--- src/rtl/cld_pkg.sv ---
package cld_pkg;

   localparam int DEFAULT_RING_DEPTH = 128;

   localparam int KEY_W    = 8;
   localparam int STATUS_W = 3;
   localparam int COUNT_W  = 8;

   localparam logic [KEY_W-1:0] KEY_NUL    = 8'h00;
   localparam logic [KEY_W-1:0] KEY_CTRL_P = 8'h10;
   localparam logic [KEY_W-1:0] KEY_CTRL_U = 8'h15;
   localparam logic [KEY_W-1:0] KEY_CTRL_H = 8'h08;
   localparam logic [KEY_W-1:0] KEY_CTRL_D = 8'h04;
   localparam logic [KEY_W-1:0] KEY_DEL    = 8'h7F;
   localparam logic [KEY_W-1:0] KEY_CR     = 8'h0D;
   localparam logic [KEY_W-1:0] KEY_LF     = 8'h0A;

   localparam logic [STATUS_W-1:0] STATUS_KEY   = 3'd0;
   localparam logic [STATUS_W-1:0] STATUS_EMPTY = 3'd1;
   localparam logic [STATUS_W-1:0] STATUS_BYTE  = 3'd2;
   localparam logic [STATUS_W-1:0] STATUS_EOL   = 3'd3;
   localparam logic [STATUS_W-1:0] STATUS_EOF   = 3'd4;

   localparam logic ACTION_KEY  = 1'b0;
   localparam logic ACTION_READ = 1'b1;

endpackage

--- src/rtl/console_line_discipline.sv ---
// Channel   Direction  Handshake             Payload
// request   in         start & !busy         req_action, req_key_char, req_first_of_read
// response  out        rsp_valid, one cycle  rsp_read_status, rsp_read_byte,
//                                            rsp_erased_count, rsp_line_committed,
//                                            rsp_list_processes
//
// An item is taken when start is high and busy is low. Its response strobes after dispatch
// for a read of an empty ring or any key but a line kill, after dispatch and read-data for
// other reads, and for a line kill after dispatch, a look and a test per erased character and
// a last look, the ring read via its single port. A new item may start with the strobe.
// Synchronous reset empties the ring by clearing the three pointers; ring contents are not
// cleared. The receiver cannot stall: each response is valid for exactly one cycle.
module console_line_discipline #(
   parameter int RING_DEPTH = cld_pkg::DEFAULT_RING_DEPTH
) (
   input  logic                          clock,
   input  logic                          reset,
   input  logic                          start,
   output logic                          busy,
   input  logic                          req_action,
   input  logic [cld_pkg::KEY_W-1:0]     req_key_char,
   input  logic                          req_first_of_read,
   output logic                          rsp_valid,
   output logic [cld_pkg::STATUS_W-1:0]  rsp_read_status,
   output logic [cld_pkg::KEY_W-1:0]     rsp_read_byte,
   output logic [cld_pkg::COUNT_W-1:0]   rsp_erased_count,
   output logic                          rsp_line_committed,
   output logic                          rsp_list_processes
);

   localparam int AW = $clog2(RING_DEPTH);
   localparam int PW = $clog2(2 * RING_DEPTH);
   localparam logic [PW:0]   PTR_MOD  = (PW+1)'(2 * RING_DEPTH);
   localparam logic [PW-1:0] PTR_LAST = PW'(2 * RING_DEPTH - 1);
   localparam logic [PW-1:0] DEPTH_P  = PW'(RING_DEPTH);
   localparam logic [PW-1:0] DEPTH_M1 = PW'(RING_DEPTH - 1);
   localparam logic [cld_pkg::COUNT_W-1:0] COUNT_MAX = '1;

   typedef enum logic [2:0] {
      ST_IDLE,
      ST_DISPATCH,
      ST_READ_DATA,
      ST_KILL_LOOK,
      ST_KILL_TEST
   } state_type;

   function automatic logic [PW-1:0] ptr_inc(input logic [PW-1:0] p);
      return (p == PTR_LAST) ? '0 : p + 1'b1;
   endfunction

   function automatic logic [PW-1:0] ptr_dec(input logic [PW-1:0] p);
      return (p == '0) ? PTR_LAST : p - 1'b1;
   endfunction

   function automatic logic [PW-1:0] ptr_diff(input logic [PW-1:0] a, input logic [PW-1:0] b);
      logic [PW:0] t;
      t = (a >= b) ? ({1'b0, a} - {1'b0, b}) : ({1'b0, a} + PTR_MOD - {1'b0, b});
      return t[PW-1:0];
   endfunction

   function automatic logic [AW-1:0] slot(input logic [PW-1:0] p);
      logic [PW-1:0] t;
      t = (p >= DEPTH_P) ? p - DEPTH_P : p;
      return t[AW-1:0];
   endfunction

   state_type                       state_ff, state_in;
   logic                            action_ff, action_in;
   logic [cld_pkg::KEY_W-1:0]       key_ff, key_in;
   logic                            first_ff, first_in;
   logic [PW-1:0]                   fill_ff, fill_in;
   logic [PW-1:0]                   rd_ptr_ff, rd_ptr_in;
   logic [PW-1:0]                   commit_ptr_ff, commit_ptr_in;
   logic [PW-1:0]                   edit_ptr_ff, edit_ptr_in;
   logic [cld_pkg::COUNT_W-1:0]     erased_ff, erased_in;
   logic                            rsp_valid_ff, rsp_valid_in;
   logic [cld_pkg::STATUS_W-1:0]    rsp_status_ff, rsp_status_in;
   logic [cld_pkg::KEY_W-1:0]       rsp_byte_ff, rsp_byte_in;
   logic [cld_pkg::COUNT_W-1:0]     rsp_erased_ff, rsp_erased_in;
   logic                            rsp_committed_ff, rsp_committed_in;
   logic                            rsp_plist_ff, rsp_plist_in;

   logic                            ram_wr_en;
   logic [AW-1:0]                   ram_wr_addr;
   logic [cld_pkg::KEY_W-1:0]       ram_wr_data;
   logic                            ram_rd_en;
   logic [AW-1:0]                   ram_rd_addr;
   logic [cld_pkg::KEY_W-1:0]       ram_rd_data;
   logic [cld_pkg::KEY_W-1:0]       stored_char;

   cld_ram #(
      .WIDTH (cld_pkg::KEY_W),
      .DEPTH (RING_DEPTH)
   ) u_ring (
      .clock   (clock),
      .wr_en   (ram_wr_en),
      .wr_addr (ram_wr_addr),
      .wr_data (ram_wr_data),
      .rd_en   (ram_rd_en),
      .rd_addr (ram_rd_addr),
      .rd_data (ram_rd_data)
   );

   assign stored_char = (key_ff == cld_pkg::KEY_CR) ? cld_pkg::KEY_LF : key_ff;

   always_comb begin
      state_in         = state_ff;
      action_in        = action_ff;
      key_in           = key_ff;
      first_in         = first_ff;
      fill_in          = fill_ff;
      rd_ptr_in        = rd_ptr_ff;
      commit_ptr_in    = commit_ptr_ff;
      edit_ptr_in      = edit_ptr_ff;
      erased_in        = erased_ff;
      rsp_valid_in     = 1'b0;
      rsp_status_in    = rsp_status_ff;
      rsp_byte_in      = rsp_byte_ff;
      rsp_erased_in    = rsp_erased_ff;
      rsp_committed_in = rsp_committed_ff;
      rsp_plist_in     = rsp_plist_ff;
      ram_wr_en        = 1'b0;
      ram_wr_addr      = slot(edit_ptr_ff);
      ram_wr_data      = stored_char;
      ram_rd_en        = 1'b0;
      ram_rd_addr      = slot(rd_ptr_ff);

      unique case (state_ff)
         ST_IDLE: begin
            if (start) begin
               action_in = req_action;
               key_in    = req_key_char;
               first_in  = req_first_of_read;
               fill_in   = ptr_diff(edit_ptr_ff, rd_ptr_ff);
               erased_in = '0;
               state_in  = ST_DISPATCH;
            end
         end
         ST_DISPATCH: begin
            rsp_status_in    = cld_pkg::STATUS_KEY;
            rsp_byte_in      = '0;
            rsp_erased_in    = '0;
            rsp_committed_in = 1'b0;
            rsp_plist_in     = 1'b0;
            state_in         = ST_IDLE;
            if (action_ff == cld_pkg::ACTION_READ) begin
               if (rd_ptr_ff == commit_ptr_ff) begin
                  rsp_status_in = cld_pkg::STATUS_EMPTY;
                  rsp_valid_in  = 1'b1;
               end else begin
                  ram_rd_en = 1'b1;
                  state_in  = ST_READ_DATA;
               end
            end else if (key_ff == cld_pkg::KEY_CTRL_P) begin
               rsp_plist_in = 1'b1;
               rsp_valid_in = 1'b1;
            end else if (key_ff == cld_pkg::KEY_CTRL_U) begin
               state_in = ST_KILL_LOOK;
            end else if (key_ff == cld_pkg::KEY_CTRL_H || key_ff == cld_pkg::KEY_DEL) begin
               if (edit_ptr_ff != commit_ptr_ff) begin
                  edit_ptr_in   = ptr_dec(edit_ptr_ff);
                  rsp_erased_in = cld_pkg::COUNT_W'(1);
               end
               rsp_valid_in = 1'b1;
            end else begin
               if (key_ff != cld_pkg::KEY_NUL && fill_ff < DEPTH_P) begin
                  ram_wr_en   = 1'b1;
                  edit_ptr_in = ptr_inc(edit_ptr_ff);
                  if (stored_char == cld_pkg::KEY_LF || stored_char == cld_pkg::KEY_CTRL_D ||
                      fill_ff == DEPTH_M1) begin
                     commit_ptr_in    = ptr_inc(edit_ptr_ff);
                     rsp_committed_in = 1'b1;
                  end
               end
               rsp_valid_in = 1'b1;
            end
         end
         ST_READ_DATA: begin
            rsp_valid_in = 1'b1;
            state_in     = ST_IDLE;
            if (ram_rd_data == cld_pkg::KEY_CTRL_D) begin
               rsp_status_in = cld_pkg::STATUS_EOF;
               rsp_byte_in   = '0;
               if (first_ff) begin
                  rd_ptr_in = ptr_inc(rd_ptr_ff);
               end
            end else begin
               rd_ptr_in     = ptr_inc(rd_ptr_ff);
               rsp_byte_in   = ram_rd_data;
               rsp_status_in = (ram_rd_data == cld_pkg::KEY_LF) ? cld_pkg::STATUS_EOL
                                                                 : cld_pkg::STATUS_BYTE;
            end
         end
         ST_KILL_LOOK: begin
            ram_rd_addr = slot(ptr_dec(edit_ptr_ff));
            if (edit_ptr_ff == commit_ptr_ff) begin
               rsp_erased_in = erased_ff;
               rsp_valid_in  = 1'b1;
               state_in      = ST_IDLE;
            end else begin
               ram_rd_en = 1'b1;
               state_in  = ST_KILL_TEST;
            end
         end
         ST_KILL_TEST: begin
            if (ram_rd_data == cld_pkg::KEY_LF) begin
               rsp_erased_in = erased_ff;
               rsp_valid_in  = 1'b1;
               state_in      = ST_IDLE;
            end else begin
               edit_ptr_in = ptr_dec(edit_ptr_ff);
               if (erased_ff != COUNT_MAX) begin
                  erased_in = erased_ff + 1'b1;
               end
               state_in = ST_KILL_LOOK;
            end
         end
         default: begin
            state_in = ST_IDLE;
         end
      endcase
   end

   always_ff @(posedge clock) begin
      if (reset) begin
         state_ff      <= ST_IDLE;
         rd_ptr_ff     <= '0;
         commit_ptr_ff <= '0;
         edit_ptr_ff   <= '0;
         rsp_valid_ff  <= 1'b0;
      end else begin
         state_ff      <= state_in;
         rd_ptr_ff     <= rd_ptr_in;
         commit_ptr_ff <= commit_ptr_in;
         edit_ptr_ff   <= edit_ptr_in;
         rsp_valid_ff  <= rsp_valid_in;
      end
      action_ff        <= action_in;
      key_ff           <= key_in;
      first_ff         <= first_in;
      fill_ff          <= fill_in;
      erased_ff        <= erased_in;
      rsp_status_ff    <= rsp_status_in;
      rsp_byte_ff      <= rsp_byte_in;
      rsp_erased_ff    <= rsp_erased_in;
      rsp_committed_ff <= rsp_committed_in;
      rsp_plist_ff     <= rsp_plist_in;
   end

   assign busy               = (state_ff != ST_IDLE);
   assign rsp_valid          = rsp_valid_ff;
   assign rsp_read_status    = rsp_status_ff;
   assign rsp_read_byte      = rsp_byte_ff;
   assign rsp_erased_count   = rsp_erased_ff;
   assign rsp_line_committed = rsp_committed_ff;
   assign rsp_list_processes = rsp_plist_ff;

   logic [PW-1:0] edit_fill;
   logic [PW-1:0] commit_fill;

   assign edit_fill   = ptr_diff(edit_ptr_ff, rd_ptr_ff);
   assign commit_fill = ptr_diff(commit_ptr_ff, rd_ptr_ff);

   a_single_strobe: assert property (@(posedge clock) disable iff (reset)
      rsp_valid_ff |=> !rsp_valid_ff)
      else $error("response strobe lasted more than one cycle");

   a_busy_after_start: assert property (@(posedge clock) disable iff (reset)
      (start && !busy) |=> busy)
      else $error("accepted transfer did not make the block busy");

   a_ring_bound: assert property (@(posedge clock) disable iff (reset)
      edit_fill <= DEPTH_P)
      else $error("ring holds more characters than its depth");

   a_commit_order: assert property (@(posedge clock) disable iff (reset)
      commit_fill <= edit_fill)
      else $error("commit pointer lies beyond the edit pointer");

   a_key_no_byte: assert property (@(posedge clock) disable iff (reset)
      (rsp_valid_ff && rsp_status_ff == cld_pkg::STATUS_KEY) |-> (rsp_byte_ff == '0))
      else $error("key response carried a read byte");

endmodule

--- src/rtl/cld_ram.sv ---
module cld_ram #(
   parameter int WIDTH = 8,
   parameter int DEPTH = 128
) (
   input  logic                     clock,
   input  logic                     wr_en,
   input  logic [$clog2(DEPTH)-1:0] wr_addr,
   input  logic [WIDTH-1:0]         wr_data,
   input  logic                     rd_en,
   input  logic [$clog2(DEPTH)-1:0] rd_addr,
   output logic [WIDTH-1:0]         rd_data
);

   logic [WIDTH-1:0] mem_ff [DEPTH];
   logic [WIDTH-1:0] rd_data_ff;

   always_ff @(posedge clock) begin
      if (wr_en) begin
         mem_ff[wr_addr] <= wr_data;
      end
      if (rd_en) begin
         rd_data_ff <= mem_ff[rd_addr];
      end
   end

   assign rd_data = rd_data_ff;

endmodule
--- config.mk ---
export PLATFORM = sky130hd
export DESIGN_NAME = console_line_discipline
export DESIGN_NICKNAME = d
export VERILOG_FILES = /design/src/rtl/cld_pkg.sv /design/src/rtl/console_line_discipline.sv /design/src/rtl/cld_ram.sv
export SDC_FILE = /design/constraint.sdc
export NUM_CORES = 2
export LEC_CHECK = 0
export BUFFER_PORTS_ARGS = -buffer_cell sky130_fd_sc_hd__buf_2
export CELL_PAD_IN_SITES_DETAIL_PLACEMENT = 2
export CELL_PAD_IN_SITES_GLOBAL_PLACEMENT = 2
export CORE_MARGIN = 1.5
export CORE_UTILIZATION = 40
export CTS_BUF_LIST = sky130_fd_sc_hd__clkbuf_16
export DETAILED_ROUTE_END_ITERATION = 8
export PLACE_DENSITY = 0.7
export SLEW_MARGIN = 20
export SYNTH_ARGS = -nofsm -noshare
export SYNTH_HDL_FRONTEND = slang
export SYNTH_SLANG_ARGS = --single-unit
--- constraint.sdc ---
create_clock -name clock -period 12.7 [get_ports clock]
set_clock_uncertainty 0.15 [all_clocks]
set_input_delay 2.54 -clock clock [delete_from_list [all_inputs] [get_ports clock]]
set_output_delay 2.54 -clock clock [all_outputs]
set_load 0.01 [all_outputs]
==> impl_metrics.csv <==
group,metric,value,unit
placed_design,place_ws,6.50,ns
worst_setup_path,r2r-start,"edit_ptr_ff[0]$_SDFFE_PP0P_",
timing,fin_ws,6.34,ns
logic_synthesis,synthCells,3092,
worst_setup_path,crit_slowest_cell,"buf_4",
route,drt-wirelength-per-cell,32.2,um
timing,rsz0062_at_grt,"false",
worst_setup_path,path_class,"flop to flop",
route,viasPerCell,6.04,
clock_network,cts-root-buf,"clkbuf_16",
timing,drv_slew,0,
timing,worst_slew_pin_slew,1.16,ns
logic_synthesis,synth-edff-count,1079,
worst_setup_path,cp.depth,13,
clock_network,cts_made_buffers,118,
worst_setup_path,required,13.03,ns
placed_design,place_hpwl,92900,um
pwr,p_total,7.61,mW
worst_setup_path,ff2ff_path_depth,13,
finish,areaGrowthSynthToFinish,12.1,%
worst_setup_path,cp_common_cell,"buf_4",
hold_path,min-delay-start,"commit_ptr_ff[3]$_SDFFE_PP0P_",
worst_setup_path,crit_path_max_fanout,69,
floorplan,rows,123,
logic_synthesis,synthDistinctLibCells,81,
floorplan,die_x,340,um
worst_setup_path,endpoint_kind,"flop",
placed_design,gp_congestion,0.831,
global_routing,overflow,0,
clock_network,hold_buffers,0,
route,wirelength,151000,um
finish,final_nets,3116,
logic_synthesis,synth_top_area_share,0.713,
route,drc,0,
clock_network,post_cts_buffers,0,
finish,drive_above_1_share,0.115,
logic_synthesis,dominantRegCellSynth,"edfxtp_1",
floorplan,start_util,0.404,
clock_network,path_clk_slew,0.07,ns
global_routing,grt_max_degree,139,
route,drt-initial-drc-count,2817,
clock_network,htree_levels,3,
placed_design,numPortBuffers,35,
worst_setup_path,slowest_delay,0.81,ns
logic_synthesis,synth_fp_nets,3118,
worst_setup_path,endpoint,"u_ring.rd_data[1]$_DFFE_PP_",
worst_setup_path,cpLargestDelayFamily,"buffers and inverters",
worst_setup_path,crit_chain,"inv_1 > ha_1 > or3b_1 > o211ai_4 > buf_4 > nand2_8 > buf_4 > buf_4 > mux2i_1 > a221o_1 > nand3_1 > nand4_1 > nor4_1",
pwr,leakage,17.3,nW
finish,fillCellCount,10796,
clock_network,cts_resized,0,
clock_network,clk_path_buf_depth,3,
worst_setup_path,crit_path_start,"edit_ptr_ff[0]$_SDFFE_PP0P_",
placed_design,dp.cells,4468,
logic_synthesis,ys_warn_count,0,
logic_synthesis,synth_area_leaders,"edfxtp_1 71%, nand2_1 3.3%, mux2i_1 3.1%",
logic_synthesis,synthArstFlopShare,0,
timing,finalCritPeriodShare,0.501,
floorplan,core-area,113000,um2
floorplan,die_area,116000,um2
global_routing,grt_pass1_vias,30692,
worst_setup_path,start_kind,"flop",
logic_synthesis,synth.ff_latch_count,1107,
worst_setup_path,critPathArrivalTime,6.69,ns
route,drtAntennaViolNets,0,
finish,final_cells,4687,
status,status,"complete, no violations",
timing,period_minus_slack,6.36,ns
flow_run,max_cap_viol_count,0,
worst_setup_path,crit_buf_inv,4,
global_routing,grt_pass1_wl,221000,um
timing,finalSetupTns,0,ns
pwr,p_per_area,149,nW/um2
worst_setup_path,reg2reg_to,"u_ring.rd_data[1]$_DFFE_PP_",
route,firstDrtPassIters,6,
floorplan,fp.dieH,340,um
clock_network,worstSkewPairLatency,0.72,ns
route,vias,28297,
logic_synthesis,yosysTopAreaCell,"edfxtp_1",
timing,max_freq,157,MHz
logic_synthesis,syn_area,45500,um2
global_routing,grt_use_total,0.259,
logic_synthesis,avgSynthCellArea,14.7,um2
timing,relSlewSlack,0.225,
timing,hold_violations,0,
timing,setup-violations-final,0,
clock_network,cts.sinks,1107,
worst_setup_path,rrSetupSlack,6.34,ns
hold_path,worstHoldPathType,"flop to flop",
clock_network,cts_tree,"yes",
global_routing,antenna_found_initial,3,
logic_synthesis,synth_seq_area_share,0.725,
pwr,ir_drop,0.0981,mV
floorplan,ioPinCount,36,
registers in the layout, indices dropped and copies added (netlist names), 3 cells and up:
| signal | count |
|---|---|
| u_ring.mem_ff | 1024 |
| commit_ptr_ff | 8 |
| edit_ptr_ff | 8 |
| erased_ff | 8 |
| fill_ff | 8 |
| key_ff | 8 |
| rd_ptr_ff | 8 |
| rsp_erased_count | 8 |
| rsp_read_byte | 8 |
| u_ring.rd_data | 8 |
| rsp_read_status | 3 |
| state_ff | 3 |
cell families (layout without fill, tap and decap cells):
group | Yosys count | after routing | synth area share
muxes | 214 | 214 | 0.0626
buffers and inverters | 231 | 325 | 0.0231
AOI/OAI and AO/OA | 539 | 539 | 0.0837
DFF | 1107 | 1107 | 0.725
and+or+nand+nor | 945 | 945 | 0.0937
other | 0 | 1 | 0
adders and majority gates | 13 | 13 | 0.00374
xor gates and xnor gates | 43 | 43 | 0.00828
worst register-to-register path: cells and delay by family, from the launching register on:
family | cells | cell delay, ns
buffers and inverters | 4 | 2.36
and+or+nand+nor | 5 | 1.82
DFF | 1 | 0.71
AOI/OAI and AO/OA | 2 | 0.56
adders and majority gates | 1 | 0.28
muxes | 1 | 0.23
routing by layer:
layer | vias to the layer above | wire length [um] | global-route usage
met5 | - | 27 | 0
met4 | 4 | 5180 | 0.0871
met3 | 262 | 9050 | 0.0506
met2 | 939 | 74300 | 0.434
met1 | 15049 | 62100 | 0.338
li1 | 12043 | - | -
area by class of cell:
| type | instances | area [um2] | area share |
|---|---|---|---|
| repair buffers | 91 | 668 | 0.0131 |
| clock inverters | 95 | 724 | 0.0142 |
| inverters | 18 | 67.6 | 0.00133 |
| clock buffers | 121 | 3030 | 0.0594 |
| flip-flops and latches | 1107 | 33000 | 0.647 |
| diodes | 1 | 2.50 | 0.0000491 |
| well taps | 1500 | 1880 | 0.0368 |
| multi-input cells | 1754 | 11600 | 0.228 |
layout by cell type (no fill, tap or decap), drive strengths merged, types with 8 or more instances in the layout:
cell        n
a32o        9
o21ai      65
o211ai     21
a221o      18
buf        91
clkinv     51
inv        46
xor2       24
a31oi     109
mux2       21
nor4       16
nor2      200
or3        25
mux2i     139
nand3     164
and2       18
nor3       11
a211oi     28
bufinv     11
a22o       17
edfxtp   1079
mux4       54
xnor2      19
a2111oi    26
a32oi      26
o31ai       9
o22ai      27
a22oi      19
a211o      17
nor2b       8
nand4      12
o41ai       8
dfxtp      28
and3       71
nand2     396
ha         12
clkbuf    121
a21oi      87
power by group:
group	switching, mW	total [mW]	internal [mW]
clock network	1.47	3.40	1.94
logic	0.132	0.159	0.0264
registers	0.00905	4.05	4.04
total	1.61	7.61	6.00
metrics by stage:
stage / hold slack [ns] / util / area [um2]
floorplan: 0.318 / - / 45500
global placement: 0.347 / 0.418 / 47100
detailed placement: 0.355 / 0.419 / 47200
CTS: 0.363 / 0.452 / 50900
global route: 0.389 / 0.452 / 51000
finish: 0.366 / 0.452 / 51000
cells in the mapped netlist (28+ instances only):
| cell type | n |
|---|---|
| edfxtp_1 | 1079 |
| nand2_1 | 395 |
| nor2_1 | 197 |
| nand3_1 | 164 |
| mux2i_1 | 139 |
| clkbuf_1 | 116 |
| a31oi_1 | 109 |
| a21oi_1 | 87 |
| and3_1 | 71 |
| buf_2 | 65 |
| o21ai_0 | 64 |
| mux4_2 | 54 |
| a211oi_1 | 28 |
| dfxtp_1 | 28 |
worst min-delay path by stage:
| stage | endpoint | slack, ns | cells after the start |
|---|---|---|---|
| after floorplan | commit_ptr_ff[3]$_SDFFE_PP0P_ | 0.32 | 2 |
| after global placement | commit_ptr_ff[3]$_SDFFE_PP0P_ | 0.35 | 2 |
| after detailed placement | commit_ptr_ff[3]$_SDFFE_PP0P_ | 0.36 | 2 |
| after CTS | commit_ptr_ff[3]$_SDFFE_PP0P_ | 0.36 | 2 |
| after global routing | commit_ptr_ff[3]$_SDFFE_PP0P_ | 0.39 | 2 |
| final | commit_ptr_ff[3]$_SDFFE_PP0P_ | 0.37 | 2 |
Power figures use the tool's default switching activity.
